## src/hdl/nps_pkg.sv

```systemverilog
package nps_pkg;

  localparam int IDX_W               = 8;
  localparam int CH_W                = 8;
  localparam int SQ_W                = 2 * CH_W;
  localparam int DIST_W              = 18;
  localparam int DEF_PALETTE_ENTRIES = 256;

  localparam int IN_TDATA_W  = 32;
  localparam int IN_TUSER_W  = 2;
  localparam int OUT_TDATA_W = 32;

  typedef enum logic {
    OP_WRITE = 1'b0,
    OP_QUERY = 1'b1
  } op_t;

  typedef enum logic [1:0] {
    ST_IDLE,
    ST_SCAN,
    ST_DRAIN,
    ST_FIN
  } state_t;

  typedef struct packed {
    logic [CH_W-1:0] red;
    logic [CH_W-1:0] green;
    logic [CH_W-1:0] blue;
  } color_t;

  // Travels alongside one palette read through the search pipeline.
  typedef struct packed {
    logic             valid;
    logic             first;
    logic             last;
    logic [IDX_W-1:0] idx;
  } tag_t;

  typedef struct packed {
    logic             wr_en;
    logic [IDX_W-1:0] wr_addr;
    color_t           wr_data;
    logic             rd_en;
    logic [IDX_W-1:0] rd_addr;
  } ram_req_t;

endpackage

```

## src/hdl/nps_dist_unit.sv

```systemverilog
module nps_dist_unit
  import nps_pkg::*;
(
  input  logic              clk,
  input  logic              rst,
  input  color_t            entry,
  input  color_t            query,
  input  tag_t              tag_in,
  output logic [DIST_W-1:0] sq_dist,
  output tag_t              tag_out
);

  logic [CH_W-1:0] d_red, d_green, d_blue;
  logic [SQ_W-1:0] sq_red, sq_green, sq_blue;

  function automatic logic [CH_W-1:0] abs_diff(input logic [CH_W-1:0] a,
                                                input logic [CH_W-1:0] b);
    return (a >= b) ? (a - b) : (b - a);
  endfunction

  assign d_red   = abs_diff(entry.red,   query.red);
  assign d_green = abs_diff(entry.green, query.green);
  assign d_blue  = abs_diff(entry.blue,  query.blue);

  // Register the three squares, then sum them on the way to the compare.
  always_ff @(posedge clk) begin
    sq_red   <= SQ_W'(d_red)   * SQ_W'(d_red);
    sq_green <= SQ_W'(d_green) * SQ_W'(d_green);
    sq_blue  <= SQ_W'(d_blue)  * SQ_W'(d_blue);
  end

  always_ff @(posedge clk) begin
    if (rst) begin
      tag_out <= '0;
    end else begin
      tag_out <= tag_in;
    end
  end

  assign sq_dist = DIST_W'(sq_red) + DIST_W'(sq_green) + DIST_W'(sq_blue);

endmodule

```

## config.mk

```make
export PLATFORM = sky130hd
export DESIGN_NAME = nps_dist_unit
export DESIGN_NICKNAME = d
export VERILOG_FILES = /design/src/hdl/nps_pkg.sv /design/src/hdl/nps_dist_unit.sv
export SDC_FILE = /design/constraint.sdc
export NUM_CORES = 1
export LEC_CHECK = 0
export BUFFER_PORTS_ARGS = -buffer_cell sky130_fd_sc_hd__buf_2
export CAP_MARGIN = 10
export CORE_UTILIZATION = 50
export DETAILED_ROUTE_END_ITERATION = 8
export GPL_TIMING_DRIVEN = 0
export PLACE_DENSITY = 0.69
export RECOVER_POWER = 50
export SLEW_MARGIN = 5
export SYNTH_ARGS = -nofsm -noshare
export SYNTH_HDL_FRONTEND = slang
export SYNTH_SLANG_ARGS = --single-unit
```

## constraint.sdc

```tcl
create_clock -name clk -period 9.26 [get_ports clk]
set_input_delay 1.389 -clock clk [delete_from_list [all_inputs] [get_ports clk]]
set_output_delay 1.389 -clock clk [all_outputs]
set_load 0.1 [all_outputs]
```

# == Word-level counts from Yosys, hierarchy flattened ==
# Index checks and enable logic that the tools add are counted.
# classes
add_sub_neg,8
mul,3
div_mod_pow,0
n_lt_le_gt_ge,3
eq_ne,0
shifts,0
muxes,3
n_bitwise,0
reduce_logical,0
# ops
op,n
$mul 8x8->16,3
$sub 8x8->8,6
$ge 8x8->1,3
$mux 8,3
$add 17x16->18,1
$add 16x16->17,1
# word_totals
register_bits,59
latchBits,0
ramBits,0
mem_bits_ro,0
in_bits,61
out_inout_bits,29
wordCells,24
mem_count,0

# == Longest topological paths before layout ==
# Gate-level depths: netlist (run 1).
# depth
depth_word,3
ltp_mapped,28
ltp_nobuf,27

# == Least setup slack after synthesis (run 1) ==
# OpenSTA, ideal clock, no wires.
# synth_path
path_type,input port to flip-flop
startpoint,input port entry[8] in the netlist's numbering
endpoint,register sq_green[12]
setup_time_ns,0.072
arrival_ns,7.039
t_required_ns,9.188
setup_slack_ns,2.149
path_stages,22
path_buffers,0
path_cell_list,inv_1 > ha_1 > inv_1 > fa_1 > a21o_1 > a211oi_2 > o221a_2 > a211o_1 > o2111ai_1 > or2_2 > fa_1 > inv_1 > fa_1 > fa_1 > inv_1 > fa_1 > inv_1 > ha_1 > a2111oi_0 > o31ai_1 > a21oi_1 > xnor2_1
# synth_between
elab_chain_len,3
elab_cells_between_ends,5
classes_between,add/sub: 2; mul: 1; order compare: 1; mux: 1
# synth_rtl
item,line,text
start: declaration,nps_dist_unit.sv:6,"input color_t entry,"
$sub 8x8->8 / $ge 8x8->1 (equally long branches),nps_dist_unit.sv:18,return (a >= b) ? (a - b) : (b - a);
$mux 8 *,nps_dist_unit.sv:18,
$mul 8x8->16 *,nps_dist_unit.sv:28,sq_green <= SQ_W'(d_green) * SQ_W'(d_green);
end signal: assignment,nps_dist_unit.sv:28,
end: declaration,nps_dist_unit.sv:14,"logic [SQ_W-1:0] sq_red, sq_green, sq_blue;"
# Mark *: on every way between the ends. The rest lies on a longest branch, timed or not.
# A chain may end at the register's enable or synchronous reset.

# == Final worst setup path (run 1) ==
# layout_path
startpoint,input port entry[16] in the netlist's numbering
endpoint,register sq_red[13]
# layout_between
elab_chain_len,3
elab_cells_between_ends,5
classes_between,add/sub: 2; mul: 1; order compare: 1; mux: 1
# layout_rtl
item,line,text
$sub 8x8->8 / $ge 8x8->1 (equally long branches),nps_dist_unit.sv:18,
$mux 8 *,nps_dist_unit.sv:18,
$mul 8x8->16 *,nps_dist_unit.sv:27,sq_red <= SQ_W'(d_red) * SQ_W'(d_red);
end signal: assignment,nps_dist_unit.sv:27,
end: declaration,nps_dist_unit.sv:14,
# Marks and branches as above.

==> reports/qor.yml, run 1 <==
required_ps: 9450
synth-xor-area-share_pct: 7.61
via_per_inst: 5.09
grt_pass1_wl_mm: 30.0
synth_enable_flop_cells: 0
yosysSeqAreaShare_pct: 12.2
hold_violations: 0
violations: "capacitance limit, slew limit"
ant_nets: 0
path_clk_slew_ps: 70
maxSlewViolCount: 11
drv_cap: 1
regArea_um2: 1120
synth_mux_area_share_pct: 2.53
max_freq_mhz: 124
cts_resized: 0
fin_tns_setup_ps: 0
synth_top_family_by_area: "adder cells"
io-pin-count: 90
drcViolationCount: 0
setup_violations: 0
clkSinkCount: 56
cp_max_fo: 10
syn-instance-count: 1040
synth_compound_area_share_pct: 13.7
synth_async_sr_flop_share_pct: 0
synth-seq-cells: 56
finalCritPeriodShare_pct: 87.2
rows: 49
diodes: 0
area_growth_pct: 8.84
drive_above_1_share_pct: 11.2
final_cell_mix: "inv_1, ha_1, nor2_1"
start_kind: "input pin"
drtPass1Iterations: 4
syn_area_per_cell_um2: 8.84
track_usage_pct: 19.5
synth.cell_area_um2: 9190
fp.coreArea_um2: 18000
synth_fa_ha_area_share_pct: 41.4
grt_max_degree: 18
start_util_pct: 51.2
antenna_found_initial: 0
drtIter0Drc: 239
status: "finished with violations"
ys_dominant_reg_cell: "dfxtp_1"
hold_buffers: 0
worst_pin_slew_ps: 1520
hpwl_mm: 14.5
die-area_um2: 18900
root_buffer: "clkbuf_16"
grt_pass1_vias: 6942
end_kind: "flop"
nFillCells: 1730
numCtsBuffers: 5
yosysUniqueCellTypes: 68
max_slew_margin_pct: -1.82
cts_buffer_depth: 2
h-tree-depth: 2
finish.net_count: 1445
finalWeightedCongestion: 0.845
yosys.area_share.simple_pct: 12.6
cts_tree: "yes"
multi_input_area_um2: 7130
grt.overflow.total: 0
post-route-min-period_ps: 8080
final_common_cell: "inv_1"
grt_setup_unrepaired: "no"
die_w_um: 138
worstPathArrival_ps: 8260
crit_type: "input pin to flop"
routed_wl_mm: 16.7
die_h_um: 138
hold_path_class: "input pin to flop"
synth_warnings: 0
post_drt_wl_per_cell_um: 12.2
dr_total_vias: 6961
cts_setup_buffers: 0
place.port_buffers: 89
==> flip-flops by register name, summed over array words and instances, names as in the netlist <==
signal and cells:
sq_blue 15, sq_green 15, sq_red 15, tag_out 11
==> through the flow <==
stage,area [um2],hold slack (ps),util [%],std cells,worst slack [ps]
floorplan,9200,1460,-,1042,2150
global placement,9930,1570,55.3,1360,1250
detailed placement,9930,1570,55.3,1360,1180
CTS,10100,1260,56.1,1368,1420
global route,10000,1300,55.7,1368,614
finish,10000,1290,55.7,1368,1180
==> final cells by class <==
class                           count  share of cell area [%]
Multi-Input combinational cell    755                    71.2
Sequential cell                    56                    11.2
Inverter                          213                    7.99
Timing Repair Buffer               89                    4.17
Tap cell                          229                    2.86
Clock buffer                        6                    1.39
Buffer                             18                    1.00
Clock inverter                      2                   0.138
==> cell families after synthesis <==
family          Yosys count
compound gates          178
xor+xnor                 73
fa+ha+maj               246
buf+inv                 231
flops                    56
mux                      23
other cells               1
simple gates            232
==> metal layers <==
metal	global-route usage [%]	vias up	routed length, um
met5	0	-	0
met4	2.69	0	92
met3	2.13	11	654
met2	33.9	121	7690
met1	26.4	3267	8270
li1	-	3562	-
==> cell usage after synthesis (4+ instances only) <==
master / number / area share (%)
ha_1: 149 / 20
a2111o_1: 5 / 0.61
a31o_2: 4 / 0.38
nor2b_1: 20 / 1.4
fa_1: 97 / 21
xor2_1: 16 / 1.5
nand4_1: 6 / 0.41
xnor2_2: 5 / 0.88
nor2_1: 104 / 4.2
nand3b_1: 5 / 0.41
inv_1: 212 / 8.7
buf_6: 4 / 0.49
a21o_1: 30 / 2.5
mux2i_1: 21 / 2.3
o21ai_0: 25 / 1.4
nand2b_1: 11 / 0.75
dfxtp_1: 56 / 12
nand3_1: 5 / 0.27
o31ai_1: 4 / 0.33
xnor2_1: 49 / 4.7
or2_2: 13 / 0.88
o211ai_1: 5 / 0.41
o21bai_1: 15 / 1.2
o21a_1: 4 / 0.33
nand2_1: 29 / 1.2
or4_1: 4 / 0.33
nor3_1: 13 / 0.71
clkbuf_1: 4 / 0.16
a21oi_1: 56 / 3.0
buf_2: 8 / 0.44
==> worst max-delay path, cell delays in order <==
cell      delay [ps]
buf_2            110
inv_1             50
ha_1             160
inv_1             60
fa_1             380
nand3_1          130
a311oi_2         110
a211oi_1        1240
mux2i_1          320
xnor2_2          520
nor2_1           140
fa_1             450
fa_1             490
ha_1             280
inv_1             40
fa_1             470
inv_1             40
ha_1             310
a21o_1           200
a21oi_1          220
o21bai_1         120
a2111o_1         450
a31o_2           240
a21oi_1          170
xnor2_1          190
==> worst paths after layout <==
path         end  cells past startpoint  slack (ps)      start
max   sq_red[13]                     25        1180  entry[16]
min   tag_out[7]                      2        1290        rst
Power of run 1 is left out: the tool's default activity adds up to more than one toggle a clock period on the data nets, which glitch-free logic cannot reach.
==> run 2, diff against run 1 <==
--- a/config.mk
+++ b/config.mk
@@ -5,9 +5,11 @@
 export SDC_FILE = /design/constraint.sdc
 export NUM_CORES = 1
 export LEC_CHECK = 0
+export ABC_AREA = 1
 export BUFFER_PORTS_ARGS = -buffer_cell sky130_fd_sc_hd__buf_2
 export CAP_MARGIN = 10
 export CORE_UTILIZATION = 50
+export CTS_BUF_LIST = sky130_fd_sc_hd__clkbuf_4
 export DETAILED_ROUTE_END_ITERATION = 8
 export GPL_TIMING_DRIVEN = 0
 export PLACE_DENSITY = 0.69
==> reports/qor.yml, run 2 <==
crit_type: "input pin to flop"
syn_area_per_cell_um2: 7.19
drtPass1Iterations: 5
crit_buf_inv: 6
worst_pin_slew_ps: 1180
grt_setup_unrepaired: "no"
synth_top_family_by_area: "adder cells"
place.port_buffers: 89
finish.net_count: 1784
via_per_inst: 4.78
clkSinkCount: 56
cpPeakStageDelay_ps: 570
synth_top_area_share_pct: 19.6
drive_above_1_share_pct: 9.14
yosysTopAreaCell: "fa_1"
yosys.area_share.simple_pct: 24.7
synth_compound_area_share_pct: 7.02
dr_total_vias: 8327
setup_violations: 0
area_growth_pct: 8.55
routed_wl_mm: 19.1
end_kind: "flop"
maxSlewViolCount: 0
yosysUniqueCellTypes: 39
path_depth: 26
crit_path_end: "sq_green[13]"
post-route-min-period_ps: 6980
synth_warnings: 0
syn-instance-count: 1379
max_slew_margin_pct: 21.5
cp_max_fo: 9
ys_dominant_reg_cell: "dfxtp_1"
cpMaxStageDelayCell: "o21ai_0"
synth-xor-area-share_pct: 5.57
die_h_um: 143
io-pin-count: 90
hold_violations: 0
grt.overflow.total: 0
finalWeightedCongestion: 0.881
diodes: 0
synth_mux_area_share_pct: 0
synth_area_leaders: "fa_1, ha_1, nand2_1, inv_1, dfxtp_1"
fp.coreArea_um2: 19500
path_clk_slew_ps: 140
max_freq_mhz: 143
h-tree-depth: 2
synth.cell_area_um2: 9910
drv_cap: 0
cts_resized: 0
crit_start: "entry[8]"
synth_most_common_cell: "nand2_1"
drcViolationCount: 0
ant_nets: 0
hold_path_class: "input pin to flop"
required_ps: 9530
synth_enable_flop_cells: 0
grt_max_degree: 17
cts_buffer_depth: 2
synth_async_sr_flop_share_pct: 0
drtIter0Drc: 233
finalCritPeriodShare_pct: 75.3
hold_buffers: 0
die-area_um2: 20400
numCtsBuffers: 5
worstPathArrival_ps: 7250
crit_family: "adder cells"
final_common_cell: "nand2_1"
grt_pass1_vias: 7736
post_drt_wl_per_cell_um: 10.9
hpwl_mm: 16.8
fin_tns_setup_ps: 0
synth_fa_ha_area_share_pct: 38.4
grt_pass1_wl_mm: 33.4
root_buffer: "clkbuf_4"
die_w_um: 143
status: "finished, final reports clean"
track_usage_pct: 19.7
final_cell_mix: "nand2_1, inv_1, ha_1"
start_kind: "input pin"
largestRegisters: "sq_blue: 15 flops, sq_green: 15 flops, sq_red: 15 flops"
yosysSeqAreaShare_pct: 11.3
antenna_found_initial: 0
rows: 51
ys_top_cells_by_count: "nand2_1, inv_1, ha_1"
cts_tree: "yes"
start_util_pct: 50.9
synth-seq-cells: 56
cts_setup_buffers: 0
## run 2: cell count changes in the layout (fill, tap and decap cells not counted), sizes merged, moves of 7 or more
| cell | delta |
|---|---|
| a21o | -25 |
| inv | +109 |
| mux2i | -21 |
| nand2 | +315 |
| nand2b | -11 |
| nand3 | +57 |
| nor2 | +32 |
| nor2b | -20 |
| nor3 | -11 |
| o21ai | +7 |
| or2 | -11 |
| xnor2 | -34 |
| xor2 | +24 |
## run 2: logic make-up after synthesis
family / Yosys count
AND/OR/NAND/NOR: 563
adder cells (fa/ha/maj): 246
other: 1
XOR/XNOR: 63
buffers and inverters: 332
AO/OA/AOI/OAI: 118
flip-flops: 56
## run 2: per-layer routing
metal / GRT usage [%] / up-vias / share of wire, %
met2: 34.9 / 119 / 46
met4: 1.30 / 0 / 0.39
met3: 1.41 / 8 / 2.3
li1: - / 4378 / -
met1: 27.3 / 3822 / 51
met5: 0 / - / 0
## run 2: worst min-delay path by stage
stage               from         end  slack (ps)  cells after the start
floorplan            rst  tag_out[7]        1460                      1
detailed placement   rst  tag_out[7]        1570                      2
global placement     rst  tag_out[7]        1560                      2
global route         rst  tag_out[7]        1150                      2
CTS                  rst  tag_out[7]        1180                      2
finish               rst  tag_out[7]        1190                      2
## run 2: stage by stage
step	util [%]	setup WS [ps]	instances	area (um2)	hold WS, ps
floorplan	-	3020	1381	9920	1460
global placement	54.9	2410	1735	10700	1560
detailed placement	54.9	2310	1735	10700	1570
finish	55.3	2280	1742	10800	1190
global route	55.3	1940	1742	10800	1150
CTS	55.4	2700	1742	10800	1180
## run 2: layout make-up
cell class	count	area [um2]
Buffer	9	61.3
Clock buffer	5	37.5
Clock inverter	2	60.1
Fill cell	1895	8710
Inverter	323	1220
Multi-Input combinational cell	993	7510
Sequential cell	56	1120
Tap cell	265	332
Timing Repair Buffer	89	415
Power of run 2 is left out for the same reason.
