--- config.mk ---
export PLATFORM = sky130hd
export DESIGN_NAME = nps_search_ctrl
export DESIGN_NICKNAME = d
export VERILOG_FILES = /design/src/hdl/nps_pkg.sv /design/src/hdl/nps_search_ctrl.sv
export SDC_FILE = /design/constraint.sdc
export NUM_CORES = 1
export LEC_CHECK = 0
export BUFFER_PORTS_ARGS = -buffer_cell sky130_fd_sc_hd__buf_2
export CORE_MARGIN = 5
export CORE_UTILIZATION = 43
export DETAILED_ROUTE_END_ITERATION = 6
export MAX_ROUTING_LAYER = met4
export PLACE_DENSITY = 0.75
export SETUP_SLACK_MARGIN = 0.05
export SYNTH_ARGS = -nofsm -noshare
export SYNTH_HDL_FRONTEND = slang
export SYNTH_SLANG_ARGS = --single-unit
--- constraint.sdc ---
create_clock -name clk -period 2.1 [get_ports clk]
set_clock_uncertainty 0.05 [all_clocks]
set_input_delay 0 -clock clk [delete_from_list [all_inputs] [get_ports clk]]
set_output_delay 0 -clock clk [all_outputs]
set_load 0.05 [all_outputs]
--- src/hdl/nps_pkg.sv ---
package nps_pkg;

  localparam int IDX_W               = 8;
  localparam int CH_W                = 8;
  localparam int SQ_W                = 2 * CH_W;
  localparam int DIST_W              = 18;
  localparam int DEF_PALETTE_ENTRIES = 256;

  localparam int IN_TDATA_W  = 32;
  localparam int IN_TUSER_W  = 2;
  localparam int OUT_TDATA_W = 32;

  typedef enum logic {
    OP_WRITE = 1'b0,
    OP_QUERY = 1'b1
  } op_t;

  typedef enum logic [1:0] {
    ST_IDLE,
    ST_SCAN,
    ST_DRAIN,
    ST_FIN
  } state_t;

  typedef struct packed {
    logic [CH_W-1:0] red;
    logic [CH_W-1:0] green;
    logic [CH_W-1:0] blue;
  } color_t;

  // Travels alongside one palette read through the search pipeline.
  typedef struct packed {
    logic             valid;
    logic             first;
    logic             last;
    logic [IDX_W-1:0] idx;
  } tag_t;

  typedef struct packed {
    logic             wr_en;
    logic [IDX_W-1:0] wr_addr;
    color_t           wr_data;
    logic             rd_en;
    logic [IDX_W-1:0] rd_addr;
  } ram_req_t;

endpackage

--- src/hdl/nps_search_ctrl.sv ---
module nps_search_ctrl
  import nps_pkg::*;
#(
  parameter int PALETTE_ENTRIES = DEF_PALETTE_ENTRIES
) (
  input  logic              clk,
  input  logic              rst,
  input  logic              in_valid,
  output logic              in_ready,
  input  op_t               in_op,
  input  logic [IDX_W-1:0]  in_index,
  input  color_t            in_color,
  input  logic              in_skip,
  output ram_req_t          ram_req,
  output color_t            query,
  output tag_t              tag_rd,
  input  logic [DIST_W-1:0] sq_dist,
  input  tag_t              tag_cmp,
  output logic              out_valid,
  input  logic              out_ready,
  output logic [IDX_W-1:0]  out_index,
  output logic [DIST_W-1:0] out_dist
);

  localparam int AW = (PALETTE_ENTRIES > 1) ? $clog2(PALETTE_ENTRIES) : 1;
  localparam logic [AW-1:0] LAST_ADDR = AW'(PALETTE_ENTRIES - 1);
  localparam logic [IDX_W:0] DEPTH_EXT = (IDX_W + 1)'(PALETTE_ENTRIES);

  state_t            state, state_next;
  logic [AW-1:0]     addr;
  logic              first_pend;
  logic [IDX_W-1:0]  best_index;
  logic [DIST_W-1:0] best_dist;
  logic              accept;
  logic              issue;
  logic              load_out;
  logic              take_best;

  assign accept    = in_valid && in_ready;
  assign take_best = tag_cmp.valid && (tag_cmp.first || (sq_dist < best_dist));

  always_comb begin
    state_next = state;
    case (state)
      ST_IDLE: begin
        if (in_valid) begin
          state_next = (in_op == OP_QUERY) ? ST_SCAN : ST_FIN;
        end
      end
      ST_SCAN: begin
        if (addr == LAST_ADDR) begin
          state_next = ST_DRAIN;
        end
      end
      ST_DRAIN: begin
        if (tag_cmp.valid && tag_cmp.last) begin
          state_next = ST_FIN;
        end
      end
      ST_FIN: begin
        if (!out_valid || out_ready) begin
          state_next = ST_IDLE;
        end
      end
      default: state_next = ST_IDLE;
    endcase
  end

  always_comb begin
    in_ready         = 1'b0;
    issue            = 1'b0;
    load_out         = 1'b0;
    ram_req.wr_en    = 1'b0;
    ram_req.wr_addr  = in_index;
    ram_req.wr_data  = in_color;
    ram_req.rd_addr  = IDX_W'(addr);
    case (state)
      ST_IDLE: begin
        in_ready      = 1'b1;
        ram_req.wr_en = in_valid && (in_op == OP_WRITE) && ({1'b0, in_index} < DEPTH_EXT);
      end
      ST_SCAN:  issue    = 1'b1;
      ST_DRAIN: ;
      ST_FIN:   load_out = !out_valid || out_ready;
      default: ;
    endcase
    ram_req.rd_en = issue;
  end

  always_ff @(posedge clk) begin
    if (rst) begin
      state <= ST_IDLE;
    end else begin
      state <= state_next;
    end
  end

  // Hold the query and walk the read address.
  always_ff @(posedge clk) begin
    if (accept && (in_op == OP_QUERY)) begin
      query      <= in_color;
      addr       <= in_skip ? AW'(1) : '0;
      first_pend <= 1'b1;
    end else if (issue) begin
      addr       <= addr + AW'(1);
      first_pend <= 1'b0;
    end
  end

  always_ff @(posedge clk) begin
    if (rst) begin
      tag_rd <= '0;
    end else begin
      tag_rd.valid <= issue;
      tag_rd.first <= first_pend;
      tag_rd.last  <= (addr == LAST_ADDR);
      tag_rd.idx   <= IDX_W'(addr);
    end
  end

  // Running minimum: strict less-than keeps the lowest index on ties.
  always_ff @(posedge clk) begin
    if (accept && (in_op == OP_WRITE)) begin
      best_index <= '0;
      best_dist  <= '0;
    end else if (accept) begin
      best_index <= IDX_W'(in_skip);
      best_dist  <= '0;
    end else if (take_best) begin
      best_index <= tag_cmp.idx;
      best_dist  <= sq_dist;
    end
  end

  always_ff @(posedge clk) begin
    if (rst) begin
      out_valid <= 1'b0;
    end else if (load_out) begin
      out_valid <= 1'b1;
    end else if (out_ready) begin
      out_valid <= 1'b0;
    end
  end

  always_ff @(posedge clk) begin
    if (load_out) begin
      out_index <= best_index;
      out_dist  <= best_dist;
    end
  end

endmodule

After elaboration in Yosys (flattened, before gate mapping)

Cells that the tools add are included.
W data, S select, Z words.

Register bits: 99
Output and inout bits: 105
Logic and storage cells: 59

$add $sub $neg: 1
Order comparisons: 1
Equal/unequal tests: 8
Multiplexer cells: 17
Bitwise logic cells: 1
Reduce and logical (&&, ||, !) cells: 15

Operator list:

| cell                  | count |
|---|---|
| $lt A18 B18 Y1        | 1 |
| $mux W8               | 2 |
| $mux W2               | 5 |
| $mux W1               | 9 |
| $add A8 B1 Y8 const B | 1 |
| $eq A8 B8 Y1 const B  | 1 |
| $ne A2 B2 Y1 const B  | 4 |
| $pmux W2 S4           | 1 |
| $logic_and A1 B1 Y1   | 6 |
| $reduce_bool A2 Y1    | 3 |
| $eq A2 B2 Y1 const B  | 2 |
| $reduce_and A4 Y1     | 1 |
| $eq A2 B1 Y1 const B  | 1 |
| $logic_not A2 Y1      | 1 |
| $logic_or A1 B1 Y1    | 2 |
| $reduce_or A2 Y1      | 1 |
| $logic_not A1 Y1      | 1 |
| $not A1 Y1            | 1 |

Logic depth before layout (Yosys ltp)

Gate-level depths: netlist of run 1.

Word-level depth: 5
Mapped depth: 10
Gate-level depth less buffers: 8

Least setup slack after synthesis of run 1

No wires, ideal clock.

Path kind: reg2reg
Start point: register state[0]
End point: register addr[0] (data pin)
Setup time: 0.303 ns
Data arrival time: 2.249 ns
Required time: 1.747 ns
Setup slack: -0.502 ns
Cell stages (with the launch flop): 6
Buffers on the path: 1
Cells stage by stage: dfxtp_1 > inv_1 > ha_1 > and3_1 > clkbuf_1 > o21ai_0

Word-level cells in the longest chain between the ends: 5

Ends and longest elaborated chain:

| item                     | RTL line               | source |
|---|---|---|
| start: declaration       | nps_search_ctrl.sv:29  | `state_t state, state_next;` |
| start signal: assignment | nps_search_ctrl.sv:94  | `state <= state_next;` |
| $logic_not A2 Y1         | nps_search_ctrl.sv:77  | `case (state)` |
| $mux W1                  | nps_search_ctrl.sv:77  |  |
| named net in_ready       | nps_search_ctrl.sv:9   | `output logic in_ready,` |
| $logic_and A1 B1 Y1      | nps_search_ctrl.sv:39  | `assign accept = in_valid && in_ready;` |
| $logic_and A1 B1 Y1      | nps_search_ctrl.sv:100 | `if (accept && (in_op == OP_QUERY)) begin` |
| $mux W8                  | nps_search_ctrl.sv:100 |  |
| end signal: assignment   | nps_search_ctrl.sv:102 | `addr <= in_skip ? AW'(1) : '0;` |
| end signal: assignment   | nps_search_ctrl.sv:105 | `addr <= addr + AW'(1);` |
| end: declaration         | nps_search_ctrl.sv:30  | `logic [AW-1:0] addr;` |

The timed path passes the listed nets, and every way through them passes these cells.
A chain may end at the register's enable or synchronous reset.

Worst setup path after layout of run 1

Start point: register best_dist[16]
End point: register best_index[2]

Word-level cells in the longest chain between the ends: 3

Ends and longest elaborated chain:

| item                     | RTL line               | source |
|---|---|---|
| start: declaration       | nps_search_ctrl.sv:33  | `logic [DIST_W-1:0] best_dist;` |
| start signal: assignment | nps_search_ctrl.sv:131 | `best_dist <= sq_dist;` |
| $lt A18 B18 Y1           | nps_search_ctrl.sv:40  | `assign take_best = tag_cmp.valid && (tag_cmp.first \|\| (sq_dist < best_dist));` |
| $logic_or A1 B1 Y1       | nps_search_ctrl.sv:40  |  |
| $logic_and A1 B1 Y1      | nps_search_ctrl.sv:40  |  |
| end signal: assignment   | nps_search_ctrl.sv:127 | `best_index <= IDX_W'(in_skip);` |
| end signal: assignment   | nps_search_ctrl.sv:130 | `best_index <= tag_cmp.idx;` |
| end: declaration         | nps_search_ctrl.sv:32  | `logic [IDX_W-1:0] best_index;` |

No other way between the ends.

==> flow_summary.yaml, run 1 <==
critical_path:
  crit_path_end: "best_index[2]"
  crit_slowest_cell: "a2111o_1"
  worstPathMaxFanout: 5
  cp-end-kind: "register"
  reg2reg_to: "best_index[2]"
  path_cells: "inv_1, ha_4, nand4_1, a2111o_1, o21bai_4, buf_12, clkbuf_16, nand3_1, a21oi_1"
  max_stage_delay_ns: 0.43
  criticalPathCategory: "reg2reg"
  worstReg2RegStart: "best_dist[16]"
  startpoint: "best_dist[16]"
  required_ns: 2.30
  arrival_ns: 2.26
  ff2ff_path_depth: 9
  regToRegSetupSlack_ns: 0.04
  crit_path_start_kind: "register"
final_layout:
  regArea_sq_mm: 0.00258
  areaGrowthSynthToFinish_pct: 49.8
  final_area_sq_mm: 0.00629
  multi_input_area_sq_mm: 0.00155
  final_cell_mix: "155 x buf_2, 63 x dlygate4sd3_1, 58 x edfxtp_1"
  final_common_cell: "buf_2"
  nets: 650
  fillers: 707
  drive_gt1_share_pct: 47.9
logic_synthesis:
  synth_area_sq_mm: 0.00420
  yosys.area.top_type: "edfxtp_1"
  ys.flop_type: "edfxtp_1"
  synth_cell_types: 41
  yosys_warnings: 0
  synth-edff-count: 58
  synthesis.nets: 442
  ys_seq_area_share_pct: 61.0
  yosys_register_bits: 99
  yosys-top-cells-area: "edfxtp_1 41%, dfxtp_1 20%, ha_1 6.5%, buf_4 6.1%, a21oi_1 3.7%"
  synth_top_area_share_pct: 41.4
  synth-async-reset-ratio_pct: 0
  synthCells: 353
  syn_area_per_cell_sq_um: 11.9
hold_path:
  hp-class: "in2reg"
power_and_ir_drop:
  p_int_w: 0.00445
  seq_power_share_pct: 39.0
  power.density_mw_per_mm2: 1210
  pwr-share-clk_pct: 17.8
  leakage_nw: 2.62
  switching_share_pct: 41.4
  comb_power_share_pct: 43.3
  vdd_ir_drop_max_mv: 0.562
  switching_power_w: 0.00315
sta:
  holdWs_ns: 0.0179
  rsz0062_at_grt: "true"
  layout_setup_ws_ns: 0.0396
  period_share_pct: 98.1
  setup_viol: 0
  drv_slew: 0
  fmax_mhz: 485
  post-route-min-period_ns: 2.06
  relSlewSlack_pct: 64.9
  hold_viol: 0
  worst_pin_slew_ns: 0.525
placed_design:
  dp_hpwl_mm: 7.37
  port_buffers: 155
  gp_congestion: 0.832
  postPlaceCellArea_sq_mm: 0.00493
  place_ws_ns: -0.363
detailed_routing:
  vias: 3561
  firstDrtPassIters: 4
  wl_per_cell_microns: 17.5
  route.detailed.drc: 0
  routed_wl_mm: 12.2
  drtAntennaViolNets: 0
  drt_iter0_drc: 117
  vias_per_cell: 5.09
cts:
  tritoncts: "done"
  cts.sinks: 99
  clk_path_buf_depth: 2
  cts_made_buffers: 9
  root_buffer: "clkbuf_8"
  htreeDepth: 3
  clk_latency_ns: 0.37
  clk_transition_reported_paths_ns: 0.10
floorplanning:
  start_util_pct: 43.6
  fp.dieW_microns: 109
  core_sq_mm: 0.00964
  io_pins: 172
  die_h_microns: 109
  rows: 36
  fp.dieArea_sq_mm: 0.0119
global_routing:
  antenna_found_initial: 1
  grt_usage_pct: 19.7
  globalRouteOverflowTotal: 0
  grt_pass1_vias: 3642
  grt_pass1_wl_mm: 17.5
  grt_max_degree: 35
status:
  outcome: "finished, final reports clean"
run:
  max_cap_viol_count: 0
registers in the layout, indices dropped and copies added (netlist names):
register,count
best_index,8
out_valid,1
out_index,8
query,24
state,2
addr,8
tag_rd,11
out_dist,18
first_pend,1
best_dist,18
area by class of cell:
cell class              instances  area share, %
diodes                          1         0.0398
clock buffers                  11           2.76
clock inverters                 5          0.875
inverters                      27           1.61
multi-input cells             182           24.6
flip-flops and latches         99           41.0
well taps                     133           2.64
repair buffers                242           26.4
stage by stage:
step,instances,TNS (ns),total power [W],util [%]
4_1_cts,694,0,0.00728,62.0
3_5_place_dp,607,-8.05,0.00570,51.1
6_report,700,0,0.00760,65.3
5_1_grt,700,-0.460,0.00798,65.3
2_1_floorplan,353,0,0.00506,-
3_3_place_gp,607,-5.76,0.00561,51.1
power groups by stage:
stage / clock network, W / logic, W / registers, W
6_report: 0.00135 / 0.00329 / 0.00296
4_1_cts: 0.00138 / 0.00296 / 0.00294
3_5_place_dp: 0 / 0.00272 / 0.00298
5_1_grt: 0.00146 / 0.00351 / 0.00301
2_1_floorplan: 0 / 0.00124 / 0.00382
3_3_place_gp: 0 / 0.00266 / 0.00295
how the worst min path moves through the flow:
stage / start / end / cells after the start
2_1_floorplan: rst / tag_rd[0] / 1
3_3_place_gp: in_index[1] / ram_req[34] / 0
3_5_place_dp: in_index[1] / ram_req[34] / 0
4_1_cts: in_valid / best_index[0] / 4
5_1_grt: in_valid / best_index[0] / 4
6_report: in_valid / best_index[0] / 4
routing by layer:
metal  global-route usage [%]  up-vias  part of all wire [%]
li1                         -     1635                     -
met1                     21.7     1707                    38
met2                     34.7      191                    51
met3                     4.32       28                   8.6
met4                     7.84        0                   2.4
met5                        -        -                     0
cells in the mapped netlist, types with 2 or more instances:
master    count
edfxtp_1     58
dfxtp_1      41
buf_4        34
a21oi_1      31
nand3_1      30
inv_1        27
ha_1         22
o21ai_1      21
nor2_1       13
nor2b_1      10
o21ai_0      10
nand2_1       8
a211oi_1      4
buf_6         4
clkbuf_1      4
nand4_1       3
nor3_1        3
xnor2_1       3
a21o_1        2
and3_1        2
buf_2         2
xor2_1        2
cell families after synthesis:
logic type / after synthesis / share of synthesized area [%]
adders and majority gates: 22 / 6.55
AOI/OAI and AO/OA: 76 / 11.3
DFF: 99 / 61.0
muxes: 1 / 0.238
xor gates and xnor gates: 5 / 1.04
buffers and inverters: 74 / 10.7
and+or+nand+nor: 76 / 9.23
what timing repair did:
action	in CTS	in global routing
setup endpoints to repair	26	26
hold endpoints to repair	73	0
hold buffers	63	0
resized for setup	22	62
pin swaps	6	37
cloned	3	2
buffers inserted	5	4
critical path: cells and delay by family (launching register included):
family / cells / cell delay, ns
adders and majority gates: 1 / 0.27
AOI/OAI and AO/OA: 3 / 0.70
DFF: 1 / 0.34
buffers and inverters: 3 / 0.36
and+or+nand+nor: 2 / 0.21
Power figures use the tool's default switching activity.
==> run 2, diff against run 1 <==
Settings changed: CORE_MARGIN 5 to 4.
==> run 2 against run 1 <==
Net effect: the run now ends with negative setup slack left; power shrank 0.74%; non-clock buffer count is 3 lower; setup slack worse by 0.061 ns; largest cell class unchanged; critical path depth did not move; utilization is 1.2 points higher; final area fell by 0.97%; maximum frequency fell by 2.9%; sequential power about the same; clock power down 8%; largest power group unchanged; first-iteration DRC count up 47%; combinational power is essentially flat.
==> flow_summary.yaml, run 2 (same netlist as run 1, synthesis figures left out) <==
status:
  outcome: "finished with violations"
  failed_checks: "negative setup slack"
final_layout:
  antenna_cells: 0
  regMostFlops: "query"
  largestRegisters: "query x24, best_dist x18, out_dist x18"
  stdcell_count: 692
  final_common_cell: "buf_2"
  nets: 647
  largest_reg_flops: 24
  final_cell_mix: "155 x buf_2, 63 x dlygate4sd3_1, 58 x edfxtp_1"
  areaGrowthSynthToFinish_pct: 48.3
  drive_gt1_share_pct: 47.1
critical_path:
  arrival_ns: 2.30
  worstPathMaxFanout: 7
  crit_path_start_kind: "register"
  criticalPathCategory: "reg2reg"
  cp-end-kind: "register"
  required_ns: 2.28
power_and_ir_drop:
  leakage_nw: 2.59
  power_w: 0.00754
  vdd_ir_drop_max_mv: 0.583
  power.density_mw_per_mm2: 1210
sta:
  layout_setup_ws_ns: -0.0218
  hold_viol: 0
  drv_slew: 0
  relSlewSlack_pct: 66.4
  fin_tns_setup_ns: -0.0218
  post-route-min-period_ns: 2.12
  rsz0062_at_grt: "true"
  setup_viol: 1
  holdWs_ns: 0.0321
  worst_pin_slew_ns: 0.499
  period_share_pct: 101
  fmax_mhz: 471
floorplanning:
  io_pins: 172
  rows: 35
  start_util_pct: 44.8
  fp.dieW_microns: 107
  fp.dieArea_sq_mm: 0.0114
  die_h_microns: 107
  core_sq_mm: 0.00937
detailed_routing:
  vias_per_cell: 5.03
  drt_iter0_drc: 172
  drtAntennaViolNets: 0
  wl_per_cell_microns: 17.0
  route.detailed.drc: 0
  firstDrtPassIters: 5
  routed_wl_mm: 11.7
  vias: 3480
global_routing:
  grt_usage_pct: 19.9
  globalRouteOverflowTotal: 0
  grt_max_degree: 34
  antenna_found_initial: 0
  grt_pass1_wl_mm: 17.7
  grt_pass1_vias: 3586
cts:
  clk_latency_ns: 0.35
  clk_path_buf_depth: 2
  root_buffer: "clkbuf_8"
  cts.sinks: 99
  clk_transition_reported_paths_ns: 0.10
  htreeDepth: 3
  cts_made_buffers: 9
  tritoncts: "done"
placed_design:
  place_ws_ns: -0.00855
  gp_congestion: 0.804
  port_buffers: 155
  dp_hpwl_mm: 7.10
  dp.cells: 600
hold_path:
  hp-class: "in2reg"
run:
  max_cap_viol_count: 0
run 2: cell count changes in the layout (fill, tap and decap cells not counted), moves of 5 or more:
cell | before | now
nand3_1 | 14 | 22
o21ai_2 | 4 | 17
buf_4 | 14 | 7
nand3_2 | 14 | 8
o21ai_1 | 21 | 8
ha_1 | 10 | 15
ha_4 | 11 | 6
run 2: layer usage:
layer	track usage, %	wire length (microns)	vias to the layer above
li1	-	-	1629
met1	22.9	4670	1675
met2	34.4	5960	164
met3	4.82	1000	12
met4	6.21	118	0
met5	-	0	-
run 2: cell type report:
cell class	count	area, sq um
clock inverters	6	70.1
flip-flops and latches	99	2580
well taps	129	161
inverters	27	101
repair buffers	239	1690
fillers	675	3140
multi-input cells	182	1510
clock buffers	10	128
run 2: path summary, 6_finish.rpt:
check                startpoint       endpoint  slack (ns)  cells after the start
setup / recovery   best_dist[7]   best_dist[4]       -0.02                      9
hold / removal         in_valid  best_index[0]        0.03                      4
setup reg to reg   best_dist[7]   best_dist[4]       -0.02                      9
hold reg to reg   best_index[1]   out_index[1]        0.39                      0
run 2: power breakdown:
part           internal, W  switching (W)  total [W]
Sequential         0.00268       0.000309    0.00299
Combinational      0.00112        0.00219    0.00331
Clock             0.000568       0.000671    0.00124
run 2: stage by stage:
| step | area [sq um] | utilization, % |
|---|---|---|
| 2_1_floorplan | 4210 | - |
| 3_3_place_gp | 4940 | 52.7 |
| 3_5_place_dp | 4940 | 52.7 |
| 4_1_cts | 5980 | 63.9 |
| 5_1_grt | 6230 | 66.5 |
| 6_report | 6230 | 66.5 |
run 2: repair_timing:
item,CTS,global route
gates resized for setup,27,62
endpoints found under the setup margin,26,26
hold endpoints to repair,73,0
pin swaps,9,38
buffers inserted,7,4
hold buffers,63,0
cloned,3,2
run 2: critical path, stage by stage (launching register included):
cell,delay (ns)
dfxtp_2,0.35
inv_2,0.05
ha_4,0.22
a211oi_2,0.24
nor2_1,0.06
or3_4,0.42
buf_6,0.14
o21ba_4,0.24
o21ai_2,0.15
a21oi_1,0.08
==> run 3, diff against run 2 <==
Settings changed: PLACE_DENSITY 0.75 to 0.8.
==> run 3 against run 2 <==
Net effect: the run now ends clean; largest cell class unchanged; final cell count fell by 0.58%; flip-flop and latch count did not move; worst hold slack got worse by 0.0097 ns; largest power group unchanged.
==> flow_summary.yaml, run 3 (same netlist as run 1, synthesis figures left out) <==
detailed_routing:
  routed_wl_mm: 12.1
  vias: 3544
  drtAntennaViolNets: 0
  firstDrtPassIters: 4
  drt_iter0_drc: 171
  route.detailed.drc: 0
  vias_per_cell: 5.15
  wl_per_cell_microns: 17.6
critical_path:
  cp-end-kind: "register"
  required_ns: 2.33
  path_cells: "inv_1, ha_1, nand2_1, o21ai_2, a2111oi_4, a21o_1, buf_6, clkbuf_16, nand3_1, a21oi_1"
  regToRegSetupSlack_ns: 0.02
  worstPathMaxFanout: 6
  ff2ff_path_depth: 10
  criticalPathCategory: "reg2reg"
  arrival_ns: 2.31
  crit_buf_inv: 3
  worstReg2RegStart: "best_dist[12]"
  critPathTopFamily: "compound AO/OA/AOI/OAI gates"
  crit_path_start_kind: "register"
  crit_slowest_cell: "a2111oi_4"
  reg2reg_to: "best_dist[1]"
  max_stage_delay_ns: 0.40
hold_path:
  worstHoldPathCells: 4
  min_from: "in_valid"
  hp-class: "in2reg"
  holdPathEnd: "best_index[0]"
floorplanning:
  io_pins: 172
  rows: 35
  core_sq_mm: 0.00937
  start_util_pct: 44.8
  fp.dieArea_sq_mm: 0.0114
  fp.dieW_microns: 107
  die_h_microns: 107
placed_design:
  gp_congestion: 0.831
  dp_hpwl_mm: 7.32
  dp.cells: 600
  port_buffers: 155
  postPlaceCellArea_sq_mm: 0.00490
final_layout:
  areaGrowthSynthToFinish_pct: 46.1
  largestRegisters: "query x24, best_dist x18, out_dist x18"
  regMostFlops: "query"
  stdcell_count: 688
  final_cell_mix: "155 x buf_2, 62 x dlygate4sd3_1, 58 x edfxtp_1"
  largest_reg_flops: 24
  utilization_pct: 65.5
  final_area_sq_mm: 0.00614
  drive_gt1_share_pct: 43.2
  final_common_cell: "buf_2"
  nets: 642
cts:
  cts.sinks: 99
  clk_latency_ns: 0.35
  clk_path_buf_depth: 2
  cts_made_buffers: 9
  clk_transition_reported_paths_ns: 0.10
  htreeDepth: 3
  tritoncts: "done"
  root_buffer: "clkbuf_8"
sta:
  hold_viol: 0
  relSlewSlack_pct: 66.4
  drv_slew: 0
  rsz0062_at_grt: "true"
  period_share_pct: 98.9
  worst_pin_slew_ns: 0.502
  fmax_mhz: 482
  post-route-min-period_ns: 2.08
  setup_viol: 0
global_routing:
  grt_max_degree: 34
  antenna_found_initial: 1
  grt_usage_pct: 20.9
  grt_pass1_wl_mm: 18.1
  grt_pass1_vias: 3640
  globalRouteOverflowTotal: 0
power_and_ir_drop:
  power.density_mw_per_mm2: 1250
  power_w: 0.00765
  vdd_ir_drop_max_mv: 0.558
  leakage_nw: 2.58
run:
  max_cap_viol_count: 0
status:
  outcome: "finished, final reports clean"
==> run 3: changes by cell type in the layout (fill, tap and decap cells not counted), sizes merged <==
cell	change
diode	+1
clkinvlp	+1
dlygate4sd3	-1
clkinv	+1
clkbuf	+1
inv	-4
bufinv	+3
buf	-6
==> run 3: per-stage QoR <==
step | hold WS (ns) | worst slack, ns | TNS, ns
2_1_floorplan | 0.0216 | 0.112 | 0
3_3_place_gp | -0.0494 | 0.0660 | 0
3_5_place_dp | -0.0494 | -0.0273 | -0.0768
4_1_cts | 0.00892 | 0.0353 | 0
5_1_grt | 0.0430 | -0.0705 | -1.10
6_report | 0.0224 | 0.0234 | 0
==> run 3: timing repair <==
action	in CTS	in global routing
resized for setup	17	37
setup endpoints to repair	26	26
endpoints found under the hold margin	73	0
pin swaps	5	19
gates cloned	2	4
hold buffers	62	0
setup buffers	2	1
==> run 3: metal layers <==
layer	share of wire [%]	global-route usage, %	wire, microns
met1	39	22.1	4760
met2	50	37.2	6100
met3	8.4	5.48	1010
met4	1.9	8.04	230
met5	0	-	0
==> run 3: power breakdown <==
group | switching, W | leakage (nW) | internal (W)
Sequential | 0.000286 | 0.883 | 0.00268
Clock | 0.000650 | 0.127 | 0.000910
Combinational | 0.00213 | 1.57 | 0.000993
==> run 3: worst max path at each step <==
stage,startpoint,end,slack [ns],cells past startpoint
after floorplan,best_dist[7],best_dist[14],0.11,9
after global placement,best_dist[11],best_dist[6],0.07,9
after detailed placement,best_dist[17],best_dist[11],-0.03,7
after CTS,best_dist[7],best_dist[12],0.04,8
after global routing,best_dist[4],best_dist[3],-0.07,9
final,best_dist[12],best_dist[1],0.02,10
==> run 3: worst min-delay path: cells and delay by family <==
kind                   cells  cell delay (ns)
buffers and inverters      1             0.11
AOI/OAI and AO/OA          1             0.08
and+or+nand+nor            2             0.18
==> run 3: area by class of cell <==
cell class | instances | area [sq um]
diodes | 1 | 2.50
clock buffers | 9 | 124
clock inverters | 7 | 140
fillers | 706 | 3230
inverters | 27 | 101
multi-input cells | 182 | 1390
flip-flops and latches | 99 | 2580
well taps | 129 | 161
repair buffers | 234 | 1640
